**src/rtl/dqfa_pkg.sv**
```systemverilog
package dqfa_pkg;

  localparam int BUFFER_BYTES = 128;
  localparam int QUEUE_DEPTH  = 4;
  localparam int QPTR_W       = $clog2(QUEUE_DEPTH);
  localparam int QCNT_W       = $clog2(QUEUE_DEPTH + 1);

  localparam int HDR_BYTES    = 12;
  localparam int TAIL_BYTES   = 16;
  localparam int TIDX_W       = $clog2(TAIL_BYTES);

  localparam logic [7:0] LIMIT_MAX = 8'(BUFFER_BYTES);

  // Configuration register indexes.
  localparam logic [1:0] REG_ANSWER_IPV4 = 2'd0;
  localparam logic [1:0] REG_MAX_QUERY   = 2'd1;
  localparam logic [1:0] REG_ANSWER_TTL  = 2'd2;

  localparam logic [7:0]  MAX_QUERY_RST = 8'd128;

  // Header byte positions with special handling.
  localparam logic [7:0] POS_FLAGS_HI = 8'd2;
  localparam logic [7:0] POS_FLAGS_LO = 8'd3;
  localparam logic [7:0] POS_QD_HI    = 8'd4;
  localparam logic [7:0] POS_QD_LO    = 8'd5;
  localparam logic [7:0] POS_AN_HI    = 8'd6;
  localparam logic [7:0] POS_AN_LO    = 8'd7;
  localparam logic [7:0] POS_ID_HI    = 8'd0;
  localparam logic [7:0] POS_ID_LO    = 8'd1;
  localparam logic [7:0] POS_HDR_END  = 8'(HDR_BYTES - 1);
  localparam logic [7:0] POS_SAT      = 8'hFF;

  localparam logic [7:0] FLAGS_QR_AA  = 8'h84;
  localparam logic [7:0] NAME_PTR_HI  = 8'hC0;
  localparam logic [7:0] NAME_PTR_LO  = 8'h0C;
  localparam logic [7:0] TYPE_A_LO    = 8'h01;
  localparam logic [7:0] CLASS_IN_LO  = 8'h01;
  localparam logic [7:0] RDLEN_LO     = 8'h04;
  localparam logic [7:0] ZERO_BYTE    = 8'h00;

  localparam logic [2:0] QTAIL_BYTES  = 3'd4;
  localparam logic [TIDX_W-1:0] TAIL_LAST_IDX = TIDX_W'(TAIL_BYTES - 1);

  typedef enum logic [1:0] {
    PH_HEADER = 2'd0,
    PH_QNAME  = 2'd1,
    PH_TAIL   = 2'd2,
    PH_DROP   = 2'd3
  } phase_t;

  // One entry of the queue between the parser and the output sequencer.
  typedef struct packed {
    logic       has_echo;
    logic [7:0] echo_byte;
    logic       last;
    logic       disc;
  } cmd_t;

  function automatic logic [7:0] tail_byte(input logic [TIDX_W-1:0] idx,
                                           input logic [31:0] ttl,
                                           input logic [31:0] ipv4);
    logic [7:0] b;
    case (idx)
      4'd0:    b = NAME_PTR_HI;
      4'd1:    b = NAME_PTR_LO;
      4'd2:    b = ZERO_BYTE;
      4'd3:    b = TYPE_A_LO;
      4'd4:    b = ZERO_BYTE;
      4'd5:    b = CLASS_IN_LO;
      4'd6:    b = ttl[31:24];
      4'd7:    b = ttl[23:16];
      4'd8:    b = ttl[15:8];
      4'd9:    b = ttl[7:0];
      4'd10:   b = ZERO_BYTE;
      4'd11:   b = RDLEN_LO;
      4'd12:   b = ipv4[31:24];
      4'd13:   b = ipv4[23:16];
      4'd14:   b = ipv4[15:8];
      4'd15:   b = ipv4[7:0];
      default: b = ZERO_BYTE;
    endcase
    return b;
  endfunction

endpackage

```
**src/rtl/dqfa_in_if.sv**
```systemverilog
interface dqfa_in_if;
  logic       valid;
  logic       ready;
  logic [7:0] in_byte;
  logic       in_last;

  modport source (output valid, output in_byte, output in_last, input ready);
  modport sink   (input valid, input in_byte, input in_last, output ready);
endinterface

```
**src/rtl/dqfa_out_if.sv**
```systemverilog
interface dqfa_out_if;
  logic       valid;
  logic       ready;
  logic [7:0] out_byte;
  logic       out_last;
  logic       discard_frame;

  modport source (output valid, output out_byte, output out_last, output discard_frame,
                  input ready);
  modport sink   (input valid, input out_byte, input out_last, input discard_frame,
                  output ready);
endinterface

```
**src/rtl/dqfa_front.sv**
```systemverilog
module dqfa_front (
  input  logic                clk,
  input  logic                rst_n,
  dqfa_in_if.sink             in_if,
  input  logic [7:0]          max_query,
  input  logic                q_full,
  output logic                q_push,
  output dqfa_pkg::cmd_t      q_cmd
);
  import dqfa_pkg::*;

  logic [7:0]  pos_r,      pos_nxt;
  phase_t      phase_r,    phase_nxt;
  logic [2:0]  tcnt_r,     tcnt_nxt;
  logic [15:0] qd_r,       qd_nxt;
  logic        too_long_r, too_long_nxt;

  logic [7:0]  limit;
  logic        accept;
  logic        too_long_v;
  logic        has_echo;
  logic [7:0]  echo;
  phase_t      phase_v;
  logic [2:0]  tcnt_v;
  logic [15:0] qd_v;
  logic [7:0]  tcnt_dec;

  assign in_if.ready = !q_full;
  assign accept      = in_if.valid && !q_full;
  assign limit       = (max_query < LIMIT_MAX) ? max_query : LIMIT_MAX;
  assign tcnt_dec    = {5'd0, tcnt_r} - 8'd1;

  always_comb begin
    too_long_v = too_long_r | (pos_r >= limit);
    has_echo   = 1'b0;
    echo       = ZERO_BYTE;
    phase_v    = phase_r;
    tcnt_v     = tcnt_r;
    qd_v       = qd_r;
    case (phase_r)
      PH_HEADER: begin
        has_echo = 1'b1;
        case (pos_r)
          POS_ID_HI, POS_ID_LO: echo = in_if.in_byte;
          POS_FLAGS_HI: echo = FLAGS_QR_AA | {7'd0, in_if.in_byte[0]};
          POS_FLAGS_LO: echo = ZERO_BYTE;
          POS_QD_HI: begin
            qd_v = {in_if.in_byte, qd_r[7:0]};
            echo = in_if.in_byte;
          end
          POS_QD_LO: begin
            qd_v = {qd_r[15:8], in_if.in_byte};
            echo = in_if.in_byte;
          end
          POS_AN_HI: echo = qd_r[15:8];
          POS_AN_LO: echo = qd_r[7:0];
          default:   echo = ZERO_BYTE;
        endcase
        if (pos_r >= POS_HDR_END) phase_v = PH_QNAME;
      end
      PH_QNAME: begin
        has_echo = 1'b1;
        echo     = in_if.in_byte;
        if (in_if.in_byte == ZERO_BYTE) begin
          phase_v = PH_TAIL;
          tcnt_v  = QTAIL_BYTES;
        end
      end
      PH_TAIL: begin
        has_echo = 1'b1;
        echo     = in_if.in_byte;
        tcnt_v   = tcnt_dec[2:0];
        if (tcnt_dec[2:0] == 3'd0) phase_v = PH_DROP;
      end
      default: has_echo = 1'b0;
    endcase
  end

  always_comb begin
    q_cmd.has_echo  = has_echo;
    q_cmd.echo_byte = echo;
    q_cmd.last      = in_if.in_last;
    q_cmd.disc      = too_long_v | (phase_v != PH_DROP);
    q_push          = accept && (has_echo || in_if.in_last);
  end

  always_comb begin
    pos_nxt      = pos_r;
    phase_nxt    = phase_r;
    tcnt_nxt     = tcnt_r;
    qd_nxt       = qd_r;
    too_long_nxt = too_long_r;
    if (accept) begin
      if (in_if.in_last) begin
        pos_nxt      = 8'd0;
        phase_nxt    = PH_HEADER;
        tcnt_nxt     = 3'd0;
        qd_nxt       = 16'd0;
        too_long_nxt = 1'b0;
      end else begin
        pos_nxt      = (pos_r == POS_SAT) ? pos_r : pos_r + 8'd1;
        phase_nxt    = phase_v;
        tcnt_nxt     = tcnt_v;
        qd_nxt       = qd_v;
        too_long_nxt = too_long_v;
      end
    end
  end

  always_ff @(posedge clk) begin
    if (!rst_n) begin
      pos_r      <= 8'd0;
      phase_r    <= PH_HEADER;
      tcnt_r     <= 3'd0;
      qd_r       <= 16'd0;
      too_long_r <= 1'b0;
    end else begin
      pos_r      <= pos_nxt;
      phase_r    <= phase_nxt;
      tcnt_r     <= tcnt_nxt;
      qd_r       <= qd_nxt;
      too_long_r <= too_long_nxt;
    end
  end

endmodule

```
**src/rtl/dqfa_queue.sv**
```systemverilog
module dqfa_queue (
  input  logic           clk,
  input  logic           rst_n,
  input  logic           push,
  input  dqfa_pkg::cmd_t push_cmd,
  input  logic           pop,
  output dqfa_pkg::cmd_t head_cmd,
  output logic           full,
  output logic           empty
);
  import dqfa_pkg::*;

  cmd_t              mem_r [QUEUE_DEPTH];
  logic [QPTR_W-1:0] wr_r, wr_nxt;
  logic [QPTR_W-1:0] rd_r, rd_nxt;
  logic [QCNT_W-1:0] cnt_r, cnt_nxt;
  logic              do_push, do_pop;

  assign full     = (cnt_r == QCNT_W'(QUEUE_DEPTH));
  assign empty    = (cnt_r == '0);
  assign do_push  = push && !full;
  assign do_pop   = pop && !empty;
  assign head_cmd = mem_r[rd_r];

  always_comb begin
    wr_nxt  = do_push ? wr_r + QPTR_W'(1) : wr_r;
    rd_nxt  = do_pop  ? rd_r + QPTR_W'(1) : rd_r;
    cnt_nxt = cnt_r;
    if (do_push && !do_pop) cnt_nxt = cnt_r + QCNT_W'(1);
    else if (do_pop && !do_push) cnt_nxt = cnt_r - QCNT_W'(1);
  end

  always_ff @(posedge clk) begin
    if (do_push) mem_r[wr_r] <= push_cmd;
  end

  always_ff @(posedge clk) begin
    if (!rst_n) begin
      wr_r  <= '0;
      rd_r  <= '0;
      cnt_r <= '0;
    end else begin
      wr_r  <= wr_nxt;
      rd_r  <= rd_nxt;
      cnt_r <= cnt_nxt;
    end
  end

endmodule

```
**src/rtl/dqfa_back.sv**
```systemverilog
module dqfa_back (
  input  logic           clk,
  input  logic           rst_n,
  input  dqfa_pkg::cmd_t head_cmd,
  input  logic           q_empty,
  output logic           q_pop,
  input  logic [31:0]    answer_ttl,
  input  logic [31:0]    answer_ipv4,
  dqfa_out_if.source     out_if
);
  import dqfa_pkg::*;

  logic              ovalid_r, ovalid_nxt;
  logic [7:0]        obyte_r,  obyte_nxt;
  logic              olast_r,  olast_nxt;
  logic              odisc_r,  odisc_nxt;
  logic              tail_r,   tail_nxt;
  logic [TIDX_W-1:0] tidx_r,   tidx_nxt;
  logic              disc_r,   disc_nxt;
  logic              out_free;
  logic              tail_end;

  assign out_free = !ovalid_r || out_if.ready;
  assign tail_end = (tidx_r == TAIL_LAST_IDX);
  assign q_pop    = out_free && !tail_r && !q_empty;

  always_comb begin
    ovalid_nxt = ovalid_r;
    obyte_nxt  = obyte_r;
    olast_nxt  = olast_r;
    odisc_nxt  = odisc_r;
    tail_nxt   = tail_r;
    tidx_nxt   = tidx_r;
    disc_nxt   = disc_r;
    if (out_free) begin
      ovalid_nxt = 1'b0;
      if (tail_r) begin
        ovalid_nxt = 1'b1;
        obyte_nxt  = tail_byte(tidx_r, answer_ttl, answer_ipv4);
        olast_nxt  = tail_end;
        odisc_nxt  = tail_end & disc_r;
        tidx_nxt   = tidx_r + TIDX_W'(1);
        if (tail_end) tail_nxt = 1'b0;
      end else if (!q_empty) begin
        // A word with no echo byte is a frame end seen in the drop phase.
        ovalid_nxt = head_cmd.has_echo;
        obyte_nxt  = head_cmd.echo_byte;
        olast_nxt  = 1'b0;
        odisc_nxt  = 1'b0;
        if (head_cmd.last) begin
          tail_nxt = 1'b1;
          tidx_nxt = '0;
          disc_nxt = head_cmd.disc;
        end
      end
    end
  end

  always_ff @(posedge clk) begin
    obyte_r <= obyte_nxt;
    olast_r <= olast_nxt;
    odisc_r <= odisc_nxt;
    tidx_r  <= tidx_nxt;
    disc_r  <= disc_nxt;
  end

  always_ff @(posedge clk) begin
    if (!rst_n) begin
      ovalid_r <= 1'b0;
      tail_r   <= 1'b0;
    end else begin
      ovalid_r <= ovalid_nxt;
      tail_r   <= tail_nxt;
    end
  end

  assign out_if.valid         = ovalid_r;
  assign out_if.out_byte      = obyte_r;
  assign out_if.out_last      = olast_r;
  assign out_if.discard_frame = odisc_r;

endmodule

```
**src/rtl/dns_query_to_fixed_answer.sv**
```systemverilog
// Channel   Direction  Payload                               Handshake
// in_if     sink       in_byte[7:0], in_last                 valid/ready
// out_if    source     out_byte[7:0], out_last, discard_frame valid/ready
// cfg_*     write      cfg_index[1:0], cfg_wdata[31:0]       cfg_we
//
// Query bytes are taken one per cycle while the queue has room; each echoed byte is
// written into the queue when it is accepted and then into the output register for out_if.
// The 16-byte answer record is played out by the output sequencer after the last
// byte, so input stalls once the four-word queue in front of it fills.
// Reset is synchronous; a downstream stall holds the output register and backs
// up through the queue to in_if.ready.
module dns_query_to_fixed_answer (
  input  logic        clk,
  input  logic        rst_n,
  dqfa_in_if.sink     in_if,
  dqfa_out_if.source  out_if,
  input  logic        cfg_we,
  input  logic [1:0]  cfg_index,
  input  logic [31:0] cfg_wdata
);
  import dqfa_pkg::*;

  logic [31:0] ipv4_r, ipv4_nxt;
  logic [7:0]  maxq_r, maxq_nxt;
  logic [31:0] ttl_r,  ttl_nxt;

  cmd_t push_cmd, head_cmd;
  logic q_push, q_pop, q_full, q_empty;

  always_comb begin
    ipv4_nxt = ipv4_r;
    maxq_nxt = maxq_r;
    ttl_nxt  = ttl_r;
    if (cfg_we) begin
      case (cfg_index)
        REG_ANSWER_IPV4: ipv4_nxt = cfg_wdata;
        REG_MAX_QUERY:   maxq_nxt = cfg_wdata[7:0];
        REG_ANSWER_TTL:  ttl_nxt  = cfg_wdata;
        default:         ipv4_nxt = ipv4_r;
      endcase
    end
  end

  always_ff @(posedge clk) begin
    if (!rst_n) begin
      ipv4_r <= 32'd0;
      maxq_r <= MAX_QUERY_RST;
      ttl_r  <= 32'd0;
    end else begin
      ipv4_r <= ipv4_nxt;
      maxq_r <= maxq_nxt;
      ttl_r  <= ttl_nxt;
    end
  end

  dqfa_front u_front (
    .clk       (clk),
    .rst_n     (rst_n),
    .in_if     (in_if),
    .max_query (maxq_r),
    .q_full    (q_full),
    .q_push    (q_push),
    .q_cmd     (push_cmd)
  );

  dqfa_queue u_queue (
    .clk      (clk),
    .rst_n    (rst_n),
    .push     (q_push),
    .push_cmd (push_cmd),
    .pop      (q_pop),
    .head_cmd (head_cmd),
    .full     (q_full),
    .empty    (q_empty)
  );

  dqfa_back u_back (
    .clk         (clk),
    .rst_n       (rst_n),
    .head_cmd    (head_cmd),
    .q_empty     (q_empty),
    .q_pop       (q_pop),
    .answer_ttl  (ttl_r),
    .answer_ipv4 (ipv4_r),
    .out_if      (out_if)
  );

endmodule

```
**src/flat_wrapper.sv**
```systemverilog
// flat-port wrapper written by rule: the top's interface ports become plain ports
module dns_query_to_fixed_answer_flat import dqfa_pkg::*;
  (clk, rst_n, cfg_we, cfg_index, cfg_wdata, in_if_valid, in_if_in_byte, in_if_in_last, in_if_ready, out_if_valid, out_if_out_byte, out_if_out_last, out_if_discard_frame, out_if_ready);
  dqfa_in_if in_if_i ();
  dqfa_out_if out_if_i ();
  input  logic clk;
  input  logic rst_n;
  input  logic cfg_we;
  input  logic [1:0] cfg_index;
  input  logic [31:0] cfg_wdata;
  input wire logic [$bits(in_if_i.valid)-1:0] in_if_valid;
  input wire logic [$bits(in_if_i.in_byte)-1:0] in_if_in_byte;
  input wire logic [$bits(in_if_i.in_last)-1:0] in_if_in_last;
  output wire logic [$bits(in_if_i.ready)-1:0] in_if_ready;
  output wire logic [$bits(out_if_i.valid)-1:0] out_if_valid;
  output wire logic [$bits(out_if_i.out_byte)-1:0] out_if_out_byte;
  output wire logic [$bits(out_if_i.out_last)-1:0] out_if_out_last;
  output wire logic [$bits(out_if_i.discard_frame)-1:0] out_if_discard_frame;
  input wire logic [$bits(out_if_i.ready)-1:0] out_if_ready;
  assign in_if_i.valid = in_if_valid;
  assign in_if_i.in_byte = in_if_in_byte;
  assign in_if_i.in_last = in_if_in_last;
  assign in_if_ready = in_if_i.ready;
  assign out_if_valid = out_if_i.valid;
  assign out_if_out_byte = out_if_i.out_byte;
  assign out_if_out_last = out_if_i.out_last;
  assign out_if_discard_frame = out_if_i.discard_frame;
  assign out_if_i.ready = out_if_ready;
  dns_query_to_fixed_answer u_core (.clk(clk), .rst_n(rst_n), .in_if(in_if_i), .out_if(out_if_i), .cfg_we(cfg_we), .cfg_index(cfg_index), .cfg_wdata(cfg_wdata));
endmodule
```
**config.mk**
```make
export PLATFORM = sky130hd
export DESIGN_NAME = dns_query_to_fixed_answer_flat
export DESIGN_NICKNAME = d
export VERILOG_FILES = /design/src/rtl/dqfa_pkg.sv /design/src/rtl/dqfa_in_if.sv /design/src/rtl/dqfa_out_if.sv /design/src/rtl/dqfa_front.sv /design/src/rtl/dqfa_queue.sv /design/src/rtl/dqfa_back.sv /design/src/rtl/dns_query_to_fixed_answer.sv /design/src/flat_wrapper.sv
export SDC_FILE = /design/constraint.sdc
export NUM_CORES = 1
export LEC_CHECK = 0
export BUFFER_PORTS_ARGS = -buffer_cell sky130_fd_sc_hd__clkbuf_2
export CAP_MARGIN = 20
export CORE_ASPECT_RATIO = 0.8
export CORE_UTILIZATION = 35
export CTS_BUF_LIST = sky130_fd_sc_hd__clkbuf_2
export CTS_CLUSTER_SIZE = 20
export DETAILED_ROUTE_END_ITERATION = 16
export PLACE_DENSITY_LB_ADDON = 0.3
export SLEW_MARGIN = 20
export SYNTH_ARGS = -nofsm -noshare
export SYNTH_HDL_FRONTEND = slang
export SYNTH_SLANG_ARGS = --single-unit
```
**constraint.sdc**
```tcl
create_clock -name clk -period 2.1 [get_ports clk]
set_input_delay 0.525 -clock clk [delete_from_list [all_inputs] [get_ports clk]]
set_output_delay 0.525 -clock clk [all_outputs]
set_load 0.05 [all_outputs]
```
==> out/results.ini <==
[synthesis]
syn-cell-area_um2=7960
synth-seq-cells=172
async_reset_ff_share_pct=0
syn_inst=815
synth_top_cell_area_share_pct=28.4
synth_area_leaders=dfxtp_1 28%, edfxtp_1 22%, nand2_1 9.1%
yosys_warnings=0
yosysSeqAreaShare_pct=50.7
synthFlopType=dfxtp_1
synth_edf_count=59
synth_commonest_cells=193 x nand2_1, 113 x dfxtp_1, 80 x a21oi_1
synth.most_common_cell=nand2_1
synth_top_area_cell=dfxtp_1
syn-mean-instance-area_um2=9.77
synth.distinct_cells=73
synth_nets=893

[die]
initial_utilization_pct=36.3
io_pins=60
core_area_um2=21900
die_y_um=137
die_width_um=171
rows=48
die-area_um2=23400

[setup_path]
crit_required_ps=1570
path_buf_inv=2
cp-end-kind=output port
path_class=flop to output port
arrival_ps=1910
critPathLaunchType=flop
cpPeakStageDelay_ps=450
crit_fanout=2
worst_path_max_delay_cell=or3b_4
cp_top_family=simple AND/OR/NAND/NOR gates
crit_chain=or3b_4 -> buf_6 -> clkbuf_16

[route]
num_vias=6585
drcViolationCount=0
antenna_left=0
wire_per_inst_um=16.5
vias_per_cell=5.15
drt_iter0_markers=528
first_pass_iters=6
totalWireLength_um=21100

[timing]
timing.slew.headroom_pct=46.9
finalSetupViolCount=2
fmax_mhz=411
skew_ps=51.0
fin_ws_ps=-334
drv_slew=0
period_share_pct=116
hold_violations=0
rsz0062_at_grt=true
worstMarginPinSlew_ps=793
period_minus_slack_ps=2430

[placement]
place_congestion=0.821
dp_cells=1199
portBuffers=59
dpl.hpwl_um=14600

[final_layout]
syn_to_final_growth_pct=24.8
nFillCells=2107
fin_cells=1279
antennaDiodeCount=0
drive_above_1_share_pct=23.7
fin_nets=1044

[global_routing]
grt_max_degree=60
antenna_found_initial=0
grt_first_pass_wirelength_um=33900
grt.total_usage_pct=19.0
overflow=0
grt_pass1_vias=6294

[hold_path]
hold_path.class=input port to flop

[cts]
cts.sinks=172
clock-root-buffer=clkbuf_2
clk_pin_slew_ps=280
htree_num_levels=4
cts_made_buffers=17
clk_latency_ps=750
cts_buffer_depth=2
cts_tree=yes

[run_status]
violations=negative setup slack
status=complete, but fails checks

[power_and_ir_drop]
max-vdd-ir-drop_mv=0.444
leakagePower_uw=0.00368
totalPowerFinal_uw=9420
power.density_nw_per_um2=948

[flow_run]
drv_cap=0

-- logic make-up (layout without fill, tap and decap cells) --
| logic type | count (synthesis) | in the layout | synth area share (%) |
|---|---|---|---|
| and+or+nand+nor | 305 | 305 | 17.6 |
| muxes | 44 | 44 | 7.29 |
| AOI/OAI and AO/OA | 183 | 183 | 15.3 |
| DFF | 172 | 172 | 50.7 |
| xor gates and xnor gates | 8 | 8 | 0.880 |
| adders and majority gates | 30 | 30 | 4.81 |
| buffers and inverters | 73 | 237 | 3.50 |
-- cell usage in the layout, fill, tap and decap left out, types with 4 or more instances in the layout --
cell           synthesis  layout
nor2_1                33      32
a22oi_1               14      14
mux4_2                11      11
nor2b_1                6       6
ha_1                  29      25
nor4_1                 4       4
and2_1                10       9
nand3_1               14      14
nand3b_1               4       4
o2bb2ai_1              8       4
a22o_1                 5       5
nand2b_1               5       5
xnor2_1                4       4
inv_1                 20      19
nor3_1                 7       5
nand2_1              193     193
edfxtp_1              59      59
mux2i_1               31      31
o21ai_0               18      17
o2bb2ai_2              0       4
a21oi_1               80      79
buf_4                  0      81
clkbuf_2               0      76
xor2_1                 4       4
dfxtp_2                0       4
dfxtp_1              113     106
dlygate4sd3_1          0      40
a31oi_1               10      10
-- metal layers --
metal / vias up / global-route usage [%] / share of wire (%)
li1: 3223 / - / -
met1: 3189 / 27.6 / 50
met2: 158 / 28.6 / 44
met3: 15 / 4.22 / 5.2
met4: 0 / 4.10 / 0.78
met5: - / 0 / 0
-- layout make-up --
| class | instances | area [um^2] | area share, % |
|---|---|---|---|
| tap | 300 | 375 | 3.78 |
| clock inverter | 14 | 184 | 1.85 |
| multi-input combinational | 570 | 3760 | 37.9 |
| timing repair buffer | 184 | 1400 | 14.0 |
| clock buffer | 18 | 90.1 | 0.906 |
| sequential | 172 | 4050 | 40.8 |
| inverter | 21 | 78.8 | 0.793 |
-- stage by stage --
| step | TNS [ps] | utilization [%] | hold slack (ps) | area, um^2 | setup WS, ps |
|---|---|---|---|---|---|
| finish | -417 | 45.3 | 107 | 9940 | -334 |
| global route | -631 | 45.3 | 11.9 | 9940 | -455 |
| CTS | -494 | 44.8 | 35.3 | 9820 | -402 |
| detailed placement | -263 | 41.4 | 446 | 9080 | -87.1 |
| global placement | -59.9 | 41.4 | 443 | 9080 | -59.9 |
| floorplan | 0 | - | 431 | 8010 | 6.72 |
-- worst reg2reg max path, stage by stage, from the launching register on --
cell and delay [ps]:
dfxtp_2 380, or3b_4 280, buf_4 130, o211a_4 210, ha_4 150, inv_1 50
fa_2 330, xor2_1 170, or3_1 330, a21oi_2 120
-- flip-flops by register name, indices dropped and copies added (netlist names), 2 cells and up, named ones only --
name	count
u_core.u_queue.cnt_r	3
u_core.u_back.out_if.out_byte	8
u_core.u_front.phase_r	2
u_core.u_queue.rd_r	2
u_core.u_queue.mem_r	44
u_core.u_front.tcnt_r	3
u_core.maxq_r	8
u_core.ipv4_r	32
u_core.u_back.tidx_r	4
u_core.ttl_r	32
u_core.u_front.pos_r	8
u_core.u_front.qd_r	16
u_core.u_queue.wr_r	2
-- report_power, final --
group	leakage, uW	total (uW)	switching, uW	internal [uW]
Combinational	0.00206	3320	1990	1330
Sequential	0.00146	4130	207	3930
Clock	0.000157	1960	1260	699
-- path summary, 6_finish.rpt --
kind / cells after the start / start / end / slack [ps]
worst max register to register: 9 / u_core.u_queue.cnt_r[2]$_SDFFE_PN0P_ / u_core.u_queue.cnt_r[2]$_SDFFE_PN0P_ / -80
worst min-delay path: 4 / in_if_in_byte[5] / u_core.u_front.qd_r[5]$_SDFFE_PN0P_ / 110
worst max-delay path: 3 / u_core.u_queue.cnt_r[0]$_SDFFE_PN0P_ / in_if_ready / -330
worst min register to register: 2 / u_core.u_front.qd_r[15]$_SDFFE_PN0P_ / u_core.u_front.qd_r[15]$_SDFFE_PN0P_ / 470
-- timing repair --
action,4_1_cts,5_1_grt
pin swaps,3,4
hold buffers,40,0
endpoints found under the setup margin,10,79
buffers inserted,3,5
hold endpoints to repair,79,0
gates resized for setup,8,25
No activity file was read; power rests on OpenSTA's default activity.
